File: config.mk
export PLATFORM = sky130hd
export DESIGN_NAME = chained_hash_set
export DESIGN_NICKNAME = d
export VERILOG_FILES = /design/src/rtl/chs_pkg.sv /design/src/rtl/chained_hash_set.sv /design/src/rtl/chs_bucket_calc.sv /design/src/rtl/chs_row_mem.sv /design/src/rtl/chs_row_update.sv
export SDC_FILE = /design/constraint.sdc
export NUM_CORES = 2
export LEC_CHECK = 0
export BUFFER_PORTS_ARGS = -buffer_cell sky130_fd_sc_hd__buf_2
export CAP_MARGIN = 20
export CORE_ASPECT_RATIO = 1.2
export CORE_UTILIZATION = 31
export DETAILED_ROUTE_END_ITERATION = 8
export SKIP_LAST_GASP = 1
export SLEW_MARGIN = 40
export SYNTH_ARGS = -nofsm -noshare
export SYNTH_HDL_FRONTEND = slang
export SYNTH_SLANG_ARGS = --single-unit
File: constraint.sdc
create_clock -name clk_i -period 33.7 [get_ports clk_i]
set_clock_uncertainty 0.2 [all_clocks]
set_input_delay 1.685 -clock clk_i [delete_from_list [all_inputs] [get_ports clk_i]]
set_output_delay 1.685 -clock clk_i [all_outputs]
set_load 0.03 [all_outputs]
File: src/rtl/chs_pkg.sv
`default_nettype none
// ----------------------------------------------------------------------------
// chs_pkg
// Shared types and codes for the chained hash set: item layouts, command and
// status codes, and the control bundle from the row update logic.
// ----------------------------------------------------------------------------
package chs_pkg;

  localparam int KEY_W     = 31;
  localparam int CHUNK_W   = 8;
  localparam int NUM_CHUNKS = (KEY_W + CHUNK_W - 1) / CHUNK_W;
  localparam int PAD_W     = NUM_CHUNKS * CHUNK_W;
  localparam int CNT_W     = (NUM_CHUNKS > 1) ? $clog2(NUM_CHUNKS) : 1;

  localparam logic [1:0] CMD_FIND   = 2'd0;
  localparam logic [1:0] CMD_INSERT = 2'd1;
  localparam logic [1:0] CMD_DELETE = 2'd2;

  localparam logic [1:0] ST_DONE      = 2'd0;
  localparam logic [1:0] ST_DUPLICATE = 2'd1;
  localparam logic [1:0] ST_NOT_FOUND = 2'd2;
  localparam logic [1:0] ST_FULL      = 2'd3;

  typedef struct packed {
    logic [1:0]       command;
    logic [KEY_W-1:0] key;
  } in_item_t;

  typedef struct packed {
    logic       found;
    logic [1:0] status;
  } out_item_t;

  typedef struct packed {
    logic      wr_en;
    out_item_t res;
  } upd_ctrl_t;

endpackage : chs_pkg
`default_nettype wire

File: src/rtl/chained_hash_set.sv
`default_nettype none
// Flow: an accepted item goes through the byte-serial key modulo unit (its
//   last step also reads the bucket row), then to the row update and write-back.
//   No new item is taken until the current one leaves the update step, which
//   waits while the output register holds an untaken result.
// Reset: asynchronous, active low; clears all per-row valid flags, so every
//   bucket reads as empty. No clearing pass: items are taken right away.
// ----------------------------------------------------------------------------
// chained_hash_set
// Hash set of 31-bit keys with NUM_BUCKETS buckets of BUCKET_SLOTS slots each.
// Each item is a find, an insert or a delete; one result item per input item.
// ----------------------------------------------------------------------------
module chained_hash_set import chs_pkg::*; #(
  parameter int NUM_BUCKETS  = 7,
  parameter int BUCKET_SLOTS = 8
) (
  input  wire logic      clk_i,
  input  wire logic      rst_ni,
  input  wire logic      in_valid_i,
  output logic           in_stall_o,
  input  wire in_item_t  in_item_i,
  output logic           out_valid_o,
  input  wire logic      out_stall_i,
  output out_item_t      out_item_o
);

  localparam int BW = $clog2(NUM_BUCKETS);

  typedef enum logic [1:0] {
    StIdle,
    StCalc,
    StUpdate
  } state_e;

  state_e    state_q;
  in_item_t  item_q;
  logic      out_valid_q;
  out_item_t out_item_q;
  logic [BW-1:0] bucket_q;

  logic          in_fire;
  logic          out_free;
  logic          calc_done;
  logic [BW-1:0] calc_bucket;
  logic          commit;

  logic [BUCKET_SLOTS-1:0]            rd_valid, new_valid;
  logic [BUCKET_SLOTS-1:0][KEY_W-1:0] rd_keys, new_keys;
  upd_ctrl_t                          upd_ctrl;
  logic                               mem_wr_en;

  // Take a new item only between items; a waiting result does not block it.
  assign in_stall_o = (state_q != StIdle);
  assign in_fire    = in_valid_i && !in_stall_o;
  assign out_free   = !out_valid_q || !out_stall_i;
  // Finish an item once its result has a place in the output register.
  assign commit     = (state_q == StUpdate) && out_free;
  assign mem_wr_en  = commit && upd_ctrl.wr_en;

  chs_bucket_calc #(
    .NUM_BUCKETS (NUM_BUCKETS),
    .BW          (BW)
  ) u_bucket_calc (
    .clk_i    (clk_i),
    .rst_ni   (rst_ni),
    .start_i  (in_fire),
    .key_i    (in_item_i.key),
    .done_o   (calc_done),
    .bucket_o (calc_bucket)
  );

  // Read the bucket row as soon as its index is known; data is ready in
  // StUpdate and holds there while the output stalls.
  chs_row_mem #(
    .NUM_BUCKETS  (NUM_BUCKETS),
    .BUCKET_SLOTS (BUCKET_SLOTS),
    .BW           (BW)
  ) u_row_mem (
    .clk_i      (clk_i),
    .rst_ni     (rst_ni),
    .rd_en_i    (calc_done),
    .rd_addr_i  (calc_bucket),
    .wr_en_i    (mem_wr_en),
    .wr_addr_i  (bucket_q),
    .wr_valid_i (new_valid),
    .wr_keys_i  (new_keys),
    .rd_valid_o (rd_valid),
    .rd_keys_o  (rd_keys)
  );

  chs_row_update #(
    .BUCKET_SLOTS (BUCKET_SLOTS)
  ) u_row_update (
    .item_i      (item_q),
    .row_valid_i (rd_valid),
    .row_keys_i  (rd_keys),
    .new_valid_o (new_valid),
    .new_keys_o  (new_keys),
    .ctrl_o      (upd_ctrl)
  );

  // Sequencer: idle -> bucket calculation -> row update and write-back.
  always_ff @(posedge clk_i or negedge rst_ni) begin
    if (!rst_ni) begin
      state_q     <= StIdle;
      item_q      <= '0;
      bucket_q    <= '0;
      out_valid_q <= 1'b0;
      out_item_q  <= '0;
    end else begin
      // Drop the result once the consumer takes it, unless a new one replaces it.
      if (out_valid_q && !out_stall_i && !commit) begin
        out_valid_q <= 1'b0;
      end
      case (state_q)
        StIdle: begin
          if (in_fire) begin
            item_q  <= in_item_i;
            state_q <= StCalc;
          end
        end
        StCalc: begin
          if (calc_done) begin
            bucket_q <= calc_bucket;
            state_q  <= StUpdate;
          end
        end
        StUpdate: begin
          if (out_free) begin
            out_valid_q <= 1'b1;
            out_item_q  <= upd_ctrl.res;
            state_q     <= StIdle;
          end
        end
        default: begin
          state_q <= StIdle;
        end
      endcase
    end
  end

  assign out_valid_o = out_valid_q;
  assign out_item_o  = out_item_q;

`ifndef SYNTHESIS
  // A result appears only as the update step of an item completes.
  a_result_from_update: assert property (@(posedge clk_i) disable iff (!rst_ni)
    $rose(out_valid_o) |-> $past(state_q == StUpdate))
    else $error("result item raised outside the update step");

  // The row is written back only when the result can be registered.
  a_write_with_commit: assert property (@(posedge clk_i) disable iff (!rst_ni)
    mem_wr_en |-> (state_q == StUpdate) && (!out_valid_o || !out_stall_i))
    else $error("row write-back without a committed result");

  // The modulo unit finishes only while an item waits for its bucket.
  a_calc_done_in_calc: assert property (@(posedge clk_i) disable iff (!rst_ni)
    calc_done |-> (state_q == StCalc))
    else $error("bucket index produced outside the calculation step");

  // An accepted item starts the bucket calculation in the next cycle.
  a_accept_starts_calc: assert property (@(posedge clk_i) disable iff (!rst_ni)
    in_fire |=> (state_q == StCalc) && !calc_done)
    else $error("accepted item did not start the bucket calculation");
`endif

endmodule : chained_hash_set
`default_nettype wire

File: src/rtl/chs_bucket_calc.sv
`default_nettype none
// ----------------------------------------------------------------------------
// chs_bucket_calc
// Iterative key-modulo-bucket-count unit. Consumes the key MSB first, one
// byte per cycle, with a compare-and-subtract per bit.
// ----------------------------------------------------------------------------
module chs_bucket_calc import chs_pkg::*; #(
  parameter int NUM_BUCKETS = 7,
  parameter int BW          = $clog2(NUM_BUCKETS)
) (
  input  wire logic             clk_i,
  input  wire logic             rst_ni,
  input  wire logic             start_i,
  input  wire logic [KEY_W-1:0] key_i,
  output logic                  done_o,
  output logic [BW-1:0]         bucket_o
);

  localparam logic [BW:0]       NbVal   = (BW + 1)'(NUM_BUCKETS);
  localparam logic [CNT_W-1:0]  LastCnt = CNT_W'(NUM_CHUNKS - 1);

  logic [PAD_W-1:0] key_q;
  logic [BW-1:0]    rem_q, rem_d;
  logic [CNT_W-1:0] cnt_q;
  logic             busy_q;

  // Fold in one byte: rem = (2 * rem + bit) mod NUM_BUCKETS per bit.
  always_comb begin
    logic [BW:0]   t;
    logic [BW-1:0] r;
    r = rem_q;
    t = '0;
    for (int i = 0; i < CHUNK_W; i++) begin
      t = {r, key_q[PAD_W-1-i]};
      if (t >= NbVal) begin
        t = t - NbVal;
      end
      r = t[BW-1:0];
    end
    rem_d = r;
  end

  always_ff @(posedge clk_i or negedge rst_ni) begin
    if (!rst_ni) begin
      busy_q <= 1'b0;
      cnt_q  <= '0;
      rem_q  <= '0;
      key_q  <= '0;
    end else if (start_i) begin
      busy_q <= 1'b1;
      cnt_q  <= '0;
      rem_q  <= '0;
      key_q  <= PAD_W'(key_i);
    end else if (busy_q) begin
      rem_q <= rem_d;
      key_q <= key_q << CHUNK_W;
      cnt_q <= cnt_q + CNT_W'(1);
      if (cnt_q == LastCnt) begin
        busy_q <= 1'b0;
      end
    end
  end

  assign done_o   = busy_q && (cnt_q == LastCnt);
  assign bucket_o = rem_d;

endmodule : chs_bucket_calc
`default_nettype wire

File: src/rtl/chs_row_mem.sv
`default_nettype none
// ----------------------------------------------------------------------------
// chs_row_mem
// Bucket row memory: one row per bucket holding all slot keys and slot valid
// bits. One read and one write port, registered read data. A per-row flag,
// cleared at reset, makes a never-written row read as empty.
// ----------------------------------------------------------------------------
module chs_row_mem import chs_pkg::*; #(
  parameter int NUM_BUCKETS  = 7,
  parameter int BUCKET_SLOTS = 8,
  parameter int BW           = $clog2(NUM_BUCKETS)
) (
  input  wire logic                                  clk_i,
  input  wire logic                                  rst_ni,
  input  wire logic                                  rd_en_i,
  input  wire logic [BW-1:0]                         rd_addr_i,
  input  wire logic                                  wr_en_i,
  input  wire logic [BW-1:0]                         wr_addr_i,
  input  wire logic [BUCKET_SLOTS-1:0]               wr_valid_i,
  input  wire logic [BUCKET_SLOTS-1:0][KEY_W-1:0]    wr_keys_i,
  output logic [BUCKET_SLOTS-1:0]                    rd_valid_o,
  output logic [BUCKET_SLOTS-1:0][KEY_W-1:0]         rd_keys_o
);

  localparam int RowW = BUCKET_SLOTS * (KEY_W + 1);

  logic [RowW-1:0]        mem_q [NUM_BUCKETS];
  logic [RowW-1:0]        rd_data_q;
  logic [NUM_BUCKETS-1:0] row_valid_q;
  logic                   rd_row_valid_q;

  always_ff @(posedge clk_i) begin
    if (wr_en_i) begin
      mem_q[wr_addr_i] <= {wr_valid_i, wr_keys_i};
    end
    if (rd_en_i) begin
      rd_data_q <= mem_q[rd_addr_i];
    end
  end

  always_ff @(posedge clk_i or negedge rst_ni) begin
    if (!rst_ni) begin
      row_valid_q    <= '0;
      rd_row_valid_q <= 1'b0;
    end else begin
      if (wr_en_i) begin
        row_valid_q[wr_addr_i] <= 1'b1;
      end
      if (rd_en_i) begin
        rd_row_valid_q <= row_valid_q[rd_addr_i];
      end
    end
  end

  // Mask slot valid bits of a row that was never written.
  assign rd_valid_o = rd_row_valid_q ? rd_data_q[RowW-1 -: BUCKET_SLOTS] : '0;
  assign rd_keys_o  = rd_data_q[BUCKET_SLOTS*KEY_W-1:0];

endmodule : chs_row_mem
`default_nettype wire

File: src/rtl/chs_row_update.sv
`default_nettype none
// ----------------------------------------------------------------------------
// chs_row_update
// Compare all slots of a bucket row against the key, pick the lowest free
// slot, and build the modified row and the result item.
// ----------------------------------------------------------------------------
module chs_row_update import chs_pkg::*; #(
  parameter int BUCKET_SLOTS = 8
) (
  input  wire in_item_t                              item_i,
  input  wire logic [BUCKET_SLOTS-1:0]               row_valid_i,
  input  wire logic [BUCKET_SLOTS-1:0][KEY_W-1:0]    row_keys_i,
  output logic [BUCKET_SLOTS-1:0]                    new_valid_o,
  output logic [BUCKET_SLOTS-1:0][KEY_W-1:0]         new_keys_o,
  output upd_ctrl_t                                  ctrl_o
);

  logic [BUCKET_SLOTS-1:0] match_vec, match_oh, free_vec, free_oh;
  logic                    hit, has_free;

  always_comb begin
    for (int s = 0; s < BUCKET_SLOTS; s++) begin
      match_vec[s] = row_valid_i[s] && (row_keys_i[s] == item_i.key);
    end
  end

  assign free_vec = ~row_valid_i;
  assign match_oh = match_vec & (~match_vec + BUCKET_SLOTS'(1));
  assign free_oh  = free_vec & (~free_vec + BUCKET_SLOTS'(1));
  assign hit      = |match_vec;
  assign has_free = |free_vec;

  always_comb begin
    for (int s = 0; s < BUCKET_SLOTS; s++) begin
      new_keys_o[s] = free_oh[s] ? item_i.key : row_keys_i[s];
    end
  end

  always_comb begin
    new_valid_o         = row_valid_i;
    ctrl_o.wr_en        = 1'b0;
    ctrl_o.res.found    = hit;
    ctrl_o.res.status   = hit ? ST_DONE : ST_NOT_FOUND;
    case (item_i.command)
      CMD_INSERT: begin
        if (hit) begin
          ctrl_o.res.status = ST_DUPLICATE;
        end else if (has_free) begin
          new_valid_o       = row_valid_i | free_oh;
          ctrl_o.wr_en      = 1'b1;
          ctrl_o.res.status = ST_DONE;
        end else begin
          ctrl_o.res.status = ST_FULL;
        end
      end
      CMD_DELETE: begin
        if (hit) begin
          new_valid_o  = row_valid_i & ~match_oh;
          ctrl_o.wr_en = 1'b1;
        end
      end
      default: begin
        // find, and the unused code, only report
        ctrl_o.wr_en = 1'b0;
      end
    endcase
  end

endmodule : chs_row_update
`default_nettype wire

== Yosys cells after proc, flatten, opt, wreduce, memory -nomap -nowiden ==
Memory sizes are Yosys's and may differ from the RTL's. A register that Yosys moved wholly into a read port is not among the register bits.
Index checks and enable logic that the tools add are counted.

* $add $sub $neg: 11
* $lt $le $gt $ge: 11
* Equal/unequal tests: 16
* Multiplexer cells: 51
* Bitwise gates (word level): 9
* Reduce and logical (&&, ||, !) cells: 29

{| class="wikitable"
|+ Operators with widths
! cell !! count
|-
| $eq A31 B31 Y1 || 8
|-
| $mux W31 || 8
|-
| $mux W32 || 2
|-
| $ge A4 B3 Y1 const B || 8
|-
| $mux W8 || 4
|-
| $not A8 Y8 || 4
|-
| $mux W3 || 10
|-
| $and A8 B8 Y8 || 3
|-
| $sub A3 B3 Y3 const B || 8
|-
| $mux W2 || 9
|-
| $add A8 B1 Y8 const B || 2
|-
| $pmux W8 S2 || 1
|-
| $reduce_or A8 Y1 || 2
|-
| $logic_and A1 B1 Y1 || 15
|-
| $mux W1 || 13
|-
| $lt A3 B4 Y1 const B || 2
|-
| $or A8 B8 Y8 || 1
|-
| $or A7 B7 Y7 || 1
|-
| $eq A2 B2 Y1 const B || 3
|-
| $ne A2 B2 Y1 const B || 3
|-
| $pmux W2 S3 || 1
|-
| $reduce_and A2 Y1 || 3
|-
| $eq A2 B1 Y1 const B || 2
|-
| $logic_not A1 Y1 || 4
|-
| other kinds (9) || 10
|}

* Register bits after elaboration: 88
* RAM bits: 1792
* Bits of input ports: 37
* Output and inout bits: 5
* Word-level logic and storage cells: 141
* Memories: 1

{| class="wikitable"
|+ Memories
! memory !! depth !! width !! read ports !! clocked after Yosys merged registers in !! wr ports !! line !! text
|-
| u_row_mem.mem_q || 7 || 256 || 1 || 1 || 1 || chs_row_mem.sv:27 || <nowiki>logic [RowW-1:0] mem_q [NUM_BUCKETS];</nowiki>
|}

== Depth between registers and ports, before layout ==
* Depth after elaboration: 18
* Depth in mapped cells: 47
* Mapped depth without buffers: 39

== Modules after synthesis ==
From an unflattened synthesis, not the netlist that was laid out.

* Cell total of the unflattened synthesis: 4979
* Area, all modules: 89294.4 µm²

{| class="wikitable"
|+ Modules (own cells, without submodules)
! module !! times used !! cells an instance !! area an instance (µm²) !! sequential area each (µm²)
|-
| chs_row_mem || 1 || 3791 || 78242.5 || 61699.2
|-
| chs_row_update || 1 || 791 || 6578.8 || 0.0
|-
| chs_bucket_calc || 1 || 300 || 2730.1 || 950.9
|-
| chained_hash_set || 1 || 97 || 1742.9 || 1051.0
|}

== Worst setup path after synthesis ==
No wires, ideal clock.

* Kind: reg2reg
* Start point: reg item_q[25] (netlist bit)
* End point: reg u_row_mem.row_valid_q[1]
* Setup time: 192 ps
* Arrival: 30926 ps
* Data required time: 33308 ps
* Path slack: 2382 ps
* Stages on the path, launching flop included: 18
* Path buffers: 2
* Period minus slack after synthesis: 31318 ps
* Path through: dfrtp_1 clkbuf_1 xor2_1 nor4_1 nand4_1 nor4_1 inv_1 o21ai_0 nand2b_1 nand2b_1 nand2b_1 nand2b_1 nand2b_1 nor2b_1 clkbuf_1 mux2i_1 nor4b_1 or2_2

* Longest elaborated chain between the ends: 6
* Elaborated cells between the ends (all ways): 21
* Those cells by class: 8 x eq/ne; 3 x mux; 10 x reduce/logical

{| class="wikitable"
|+ RTL lines
! what !! line !! text
|-
| from (decl) || chained_hash_set.sv:36 || <nowiki>in_item_t item_q;</nowiki>
|-
| from (signal assigned) || chained_hash_set.sv:118 || <nowiki>item_q <= in_item_i;</nowiki>
|-
| $eq A31 B31 Y1 || chs_row_update.sv:23 || <nowiki>match_vec[s] = row_valid_i[s] && (row_keys_i[s] == item_i.key);</nowiki>
|-
| $logic_and A1 B1 Y1 || chs_row_update.sv:23 ||
|-
| $reduce_or A8 Y1 (*) || chs_row_update.sv:30 || <nowiki>assign hit = |match_vec;</nowiki>
|-
| $mux W1 (on tied branches) || chs_row_update.sv:57, chs_row_update.sv:46 ||
|-
| $pmux W1 S2 (*) || chs_row_update.sv:44 || <nowiki>case (item_i.command)</nowiki>
|-
| $logic_and A1 B1 Y1 (*) || chained_hash_set.sv:58 || <nowiki>assign mem_wr_en = commit && upd_ctrl.wr_en;</nowiki>
|-
| to (signal assigned) || chs_row_mem.sv:43 || <nowiki>row_valid_q <= '0;</nowiki>
|-
| to (signal, indexed assignment) || chs_row_mem.sv:47 || <nowiki>row_valid_q[wr_addr_i] <= 1'b1;</nowiki>
|-
| to (decl) || chs_row_mem.sv:29 || <nowiki>logic [NUM_BUCKETS-1:0] row_valid_q;</nowiki>
|}

Every way passes the cells marked *; elsewhere a longest branch is shown, timed or not.
A chain may end at the register's enable or synchronous reset.

== Worst setup path in the final report ==
* Start point: reg u_bucket_calc.rem_q[0]
* End point: reg u_row_mem.rd_data_q[217] (read register of u_row_mem.mem_q), data pin

* Longest elaborated chain between the ends: 16
* Elaborated cells between the ends (all ways): 24
* Those cells by class: 8 x add/sub; 8 x order compare; 8 x mux

{| class="wikitable"
|+ RTL lines
! what !! line !! text
|-
| from (decl) || chs_bucket_calc.sv:23 || <nowiki>logic [BW-1:0] rem_q, rem_d;</nowiki>
|-
| from (signal assigned) || chs_bucket_calc.sv:55 || <nowiki>rem_q <= rem_d;</nowiki>
|-
| $ge A4 B3 Y1 or $sub A3 B3 Y3 (tied branches) || chs_bucket_calc.sv:35, chs_bucket_calc.sv:36 ||
|-
| $mux W3 (*) || chs_bucket_calc.sv:35 || <nowiki>if (t >= NbVal) begin</nowiki>
|-
| $ge A4 B3 Y1 or $sub A3 B3 Y3 (tied branches) || chs_bucket_calc.sv:35, chs_bucket_calc.sv:36 ||
|-
| $mux W3 (*) || chs_bucket_calc.sv:35 ||
|-
| $ge A4 B3 Y1 or $sub A3 B3 Y3 (tied branches) || chs_bucket_calc.sv:35, chs_bucket_calc.sv:36 ||
|-
| $mux W3 (*) || chs_bucket_calc.sv:35 ||
|-
| $ge A4 B3 Y1 or $sub A3 B3 Y3 (tied branches) || chs_bucket_calc.sv:35, chs_bucket_calc.sv:36 ||
|-
| $mux W3 (*) || chs_bucket_calc.sv:35 ||
|-
| $ge A4 B3 Y1 or $sub A3 B3 Y3 (tied branches) || chs_bucket_calc.sv:35, chs_bucket_calc.sv:36 ||
|-
| $mux W3 (*) || chs_bucket_calc.sv:35 ||
|-
| $ge A4 B3 Y1 or $sub A3 B3 Y3 (tied branches) || chs_bucket_calc.sv:35, chs_bucket_calc.sv:36 ||
|-
| $mux W3 (*) || chs_bucket_calc.sv:35 ||
|-
| $ge A4 B3 Y1 or $sub A3 B3 Y3 (tied branches) || chs_bucket_calc.sv:35, chs_bucket_calc.sv:36 ||
|-
| $mux W3 (*) || chs_bucket_calc.sv:35 ||
|-
| $ge A4 B3 Y1 or $sub A3 B3 Y3 (tied branches) || chs_bucket_calc.sv:35, chs_bucket_calc.sv:36 ||
|-
| $mux W3 (*) || chs_bucket_calc.sv:35 ||
|-
| to (decl) || chs_row_mem.sv:28 || <nowiki>logic [RowW-1:0] rd_data_q;</nowiki>
|}

Marks and branches as above.

==> insert_results.sql <==
INSERT INTO impl_metrics (metric_group, metric, value, unit) VALUES
('finish', 'nFillCells', '27126', ''),
('synthesis', 'yosys-mux-area-fraction', '0.0360', ''),
('cts', 'clk_path_buf_depth', '4', ''),
('setup_path', 'regToRegEndpoint', 'u_row_mem.rd_data_q[217]$_DFFE_PP_', ''),
('cts', 'ctsResizeCount', '0', ''),
('timing', 'hold_viol', '0', ''),
('setup_path', 'r2r.worst_path.cells', '41', ''),
('synthesis', 'count_of_flip_flops_with_a_built_in_enable_after_synthesis', '2048', ''),
('min_path', 'worstHoldEndpoint', 'u_row_mem.row_valid_q[5]$_DFFE_PN0P_', ''),
('grt', 'globalRoute.totalOverflow', '0', ''),
('synthesis', 'synthCells', '6466', ''),
('synthesis', 'async_flop_share', '0.0412', ''),
('drt', 'drtIter0Drc', '5351', ''),
('setup_path', 'critPathMaxFanout', '178', ''),
('synthesis', 'post_synth.cell_area_avg', '13.7', 'µm²'),
('setup_path', 'crit_top_cell', 'sky130_fd_sc_hd__ha_1', ''),
('place', 'place.gp.congestion', '0.796', ''),
('grt', 'first_global_vias', '53641', ''),
('min_path', 'hold_path_class', 'reg2reg', ''),
('synthesis', 'synth_compound_gate_area_share', '0.0949', ''),
('cts', 'ctsRootBufferMaster', 'sky130_fd_sc_hd__clkbuf_16', ''),
('floorplan', 'dieArea', '0.288', 'mm²'),
('synthesis', 'yosysWarningCount', '0', ''),
('cts', 'clk_slew_on_worst_s_h_paths', '0.07', 'ns'),
('drt', 'drt_drc_violations_left', '0', ''),
('synthesis', 'largest_family_of_logic_cells_by_synthesized_area', 'simple AND/OR/NAND/NOR gates', ''),
('timing', 'setup_viol', '0', ''),
('grt', 'grt_start_max_net_pins', '189', ''),
('setup_path', 'cp_top_family', 'buffers and inverters', ''),
('setup_path', 'timing.critical_path.arrival', '12.97', 'ns'),
('timing', 'fmax', '79.7', 'MHz'),
('setup_path', 'cp.required', '34.12', 'ns'),
('finish', 'final_nets', '6436', ''),
('synthesis', 'synth.ff_latch_count', '2136', ''),
('min_path', 'hold_path_depth', '1', ''),
('drt', 'first_pass_iters', '5', ''),
('drt', 'antenna_left', '0', ''),
('timing', 'slew_viol_final', '0', ''),
('synthesis', 'synth-xor-area-share', '0.0252', ''),
('cts', 'cts_inserted_buffers', '203', ''),
('cts', 'cts_max_level', '4', ''),
('job', 'cap_viol_max_count', '0', ''),
('floorplan', 'std_cell_rows', '214', ''),
('synthesis', 'synthFlopType', 'sky130_fd_sc_hd__edfxtp_1', ''),
('drt', 'route.detailed.vias_per_inst', '5.24', ''),
('synthesis', 'synth_sequential_area_ratio', '0.718', ''),
('timing', 'timing.max_slew.rel_slack', '0.381', ''),
('timing', 'final.min_clock_period', '12.55', 'ns'),
('setup_path', 'timing.critical_path.from_type', 'register', ''),
('setup_path', 'reg2reg_from', 'u_bucket_calc.rem_q[0]$_DFFE_PN0P_', ''),
('setup_path', 'setup.worst_path.class', 'reg2reg', ''),
('grt', 'antenna_found_initial', '2', ''),
('drt', 'drt-wirelength-per-cell', '24.2', 'µm'),
('floorplan', 'die_h', '588', 'µm'),
('timing', 'min_period_over_period', '0.372', ''),
('timing', 'fin_setup_tns', '0', 'ns'),
('min_path', 'holdCritStartpoint', 'u_row_mem.row_valid_q[5]$_DFFE_PN0P_', ''),
('cts', 'cts_sinks', '2136', ''),
('setup_path', 'reg2reg_setup_slack', '21.16', 'ns'),
('place', 'place.port_buffers', '41', ''),
('run_status', 'outcome', 'completed', ''),
('grt', 'grt_usage', '0.167', ''),
('setup_path', 'cp-end-kind', 'register', ''),
('cts', 'cts_hold_repair.buffers', '0', ''),
('cts', 'clk_latency', '0.89', 'ns'),
('setup_path', 'critPathMaxStageDelay', '0.76', 'ns'),
('floorplan', 'placeableCoreArea', '0.284', 'mm²'),
('cts', 'tritoncts_clock_tree', 'yes', ''),
('synthesis', 'yosys.cell_types.count', '73', ''),
('drt', 'vias', '54119', ''),
('floorplan', 'ioPinCount', '42', '');
==> registers in the layout, summed over array words and instances, names as in the netlist <==
| signal | flops |
|---|---|
| u_row_mem.mem_q | 1792 |
| u_row_mem.rd_data_q | 256 |
| item_q | 33 |
| u_bucket_calc.key_q | 32 |
| u_row_mem.row_valid_q | 7 |
| bucket_q | 3 |
| out_item_o | 3 |
| u_bucket_calc.rem_q | 3 |
| state_q | 2 |
| u_bucket_calc.cnt_q | 2 |
| out_valid_o | 1 |
| u_bucket_calc.busy_q | 1 |
| u_row_mem.rd_row_valid_q | 1 |
==> cell usage in the layout (no fill, tap or decap), types with 14 or more instances in the layout <==
master and n:
sky130_fd_sc_hd__a21oi_2 240, sky130_fd_sc_hd__nand2b_1 14, sky130_fd_sc_hd__clkinv_1 52, sky130_fd_sc_hd__o21ai_0 302, sky130_fd_sc_hd__a21oi_1 25, sky130_fd_sc_hd__dfrtp_1 88, sky130_fd_sc_hd__mux2_2 252, sky130_fd_sc_hd__nand3_1 274
sky130_fd_sc_hd__clkbuf_16 205, sky130_fd_sc_hd__buf_6 30, sky130_fd_sc_hd__nand2_1 1417, sky130_fd_sc_hd__buf_2 40, sky130_fd_sc_hd__buf_4 99, sky130_fd_sc_hd__nor4_1 27, sky130_fd_sc_hd__bufinv_16 14, sky130_fd_sc_hd__inv_1 20
sky130_fd_sc_hd__mux2i_1 29, sky130_fd_sc_hd__clkbuf_1 47, sky130_fd_sc_hd__a31oi_1 257, sky130_fd_sc_hd__nand4_1 50, sky130_fd_sc_hd__edfxtp_1 2048, sky130_fd_sc_hd__buf_12 24, sky130_fd_sc_hd__xor2_1 86, sky130_fd_sc_hd__clkinv_2 30
sky130_fd_sc_hd__xnor2_1 169, sky130_fd_sc_hd__nor2_1 279, sky130_fd_sc_hd__a221o_1 256
==> cell families (layout without fill, tap and decap cells) <==
| kind of cell | count (synthesis) | after routing |
|---|---|---|
| buffers and inverters | 504 | 583 |
| multiplexers | 285 | 285 |
| XOR/XNOR | 255 | 255 |
| AO/OA/AOI/OAI | 1141 | 1141 |
| other | 0 | 1 |
| AND/OR/NAND/NOR | 2134 | 2134 |
| adder cells (fa/ha/maj) | 11 | 11 |
| flip-flops | 2136 | 2136 |
==> worst register-to-register path, delay by kind of cell, from the launching register on <==
| kind | cells | cell delay [ns] |
|---|---|---|
| simple gates | 9 | 1.79 |
| xor+xnor | 4 | 0.92 |
| flops | 1 | 0.46 |
| mux | 1 | 0.32 |
| buf+inv | 8 | 3.56 |
| compound gates | 11 | 2.49 |
| fa+ha+maj | 8 | 2.59 |
==> worst max-delay path by stage <==
stage / slack, ns / depth (start not counted) / start / endpoint
floorplan: 2.38 / 17 / item_q[25]$_DFFE_PN0P_ / u_row_mem.row_valid_q[1]$_DFFE_PN0P_
global route: 20.12 / 41 / u_bucket_calc.rem_q[0]$_DFFE_PN0P_ / u_row_mem.rd_data_q[30]$_DFFE_PP_
detailed placement: 21.55 / 40 / u_bucket_calc.rem_q[0]$_DFFE_PN0P_ / u_row_mem.rd_data_q[244]$_DFFE_PP_
finish: 21.16 / 41 / u_bucket_calc.rem_q[0]$_DFFE_PN0P_ / u_row_mem.rd_data_q[217]$_DFFE_PP_
CTS: 21.50 / 40 / u_bucket_calc.rem_q[0]$_DFFE_PN0P_ / u_row_mem.rd_data_q[244]$_DFFE_PP_
global placement: 21.96 / 40 / u_bucket_calc.rem_q[0]$_DFFE_PN0P_ / u_row_mem.rd_data_q[138]$_DFFE_PP_
==> area by class of cell <==
cell class                      instances  share of cell area
Antenna cell                            1           0.0000251
Clock buffer                          255              0.0536
Clock inverter                        107             0.00879
Inverter                               20            0.000753
Multi-Input combinational cell       3826               0.231
Sequential cell                      2136               0.639
Tap cell                             3780              0.0474
Timing Repair Buffer                  201              0.0199
==> per-layer routing <==
layer  track usage  vias up  wire length (µm)
met5             0        -                 0
met4        0.0785        0             11300
met3        0.0193      433             13900
met2         0.298     1907            127000
met1         0.201    27910             98400
li1              -    23869                 -
==> Yosys cell counts, types with 7 or more instances <==
library cell,count,area (µm²)
sky130_fd_sc_hd__or2_2,10,62.6
sky130_fd_sc_hd__a31oi_1,257,1610
sky130_fd_sc_hd__nor4_1,37,231
sky130_fd_sc_hd__clkbuf_1,377,1420
sky130_fd_sc_hd__nor2_1,282,1060
sky130_fd_sc_hd__xor2_1,86,753
sky130_fd_sc_hd__nand2_1,1419,5330
sky130_fd_sc_hd__buf_2,59,295
sky130_fd_sc_hd__a221o_1,256,2560
sky130_fd_sc_hd__ha_1,11,138
sky130_fd_sc_hd__mux2i_1,30,300
sky130_fd_sc_hd__a21oi_1,26,130
sky130_fd_sc_hd__a21oi_2,240,2100
sky130_fd_sc_hd__dfrtp_1,88,2200
sky130_fd_sc_hd__nand2b_1,14,87.6
sky130_fd_sc_hd__edfxtp_1,2048,61500
sky130_fd_sc_hd__mux2_2,253,2850
sky130_fd_sc_hd__o21ai_0,304,1520
sky130_fd_sc_hd__inv_1,20,75.1
sky130_fd_sc_hd__nand3_1,277,1390
sky130_fd_sc_hd__nand4_1,50,313
sky130_fd_sc_hd__buf_6,30,338
sky130_fd_sc_hd__and2_1,7,43.8
sky130_fd_sc_hd__buf_1,16,60.1
sky130_fd_sc_hd__xnor2_1,169,1480
==> stage by stage <==
stage                     cell area [µm²]  instances  hold slack, ns  worst slack [ns]  utilization
final                               99700      10326           0.272             21.16        0.351
after global placement              93000       9947           0.256             21.96        0.328
after floorplan                     88700       6466           0.232              2.38            -
after global routing                99700      10326           0.301             20.12        0.351
after detailed placement            93400       9958           0.260             21.55        0.329
after CTS                           99600      10320           0.276             21.50        0.351
Power is not shown: default switching activity piles up to over one toggle a cycle in this logic, so the estimate is an artifact.
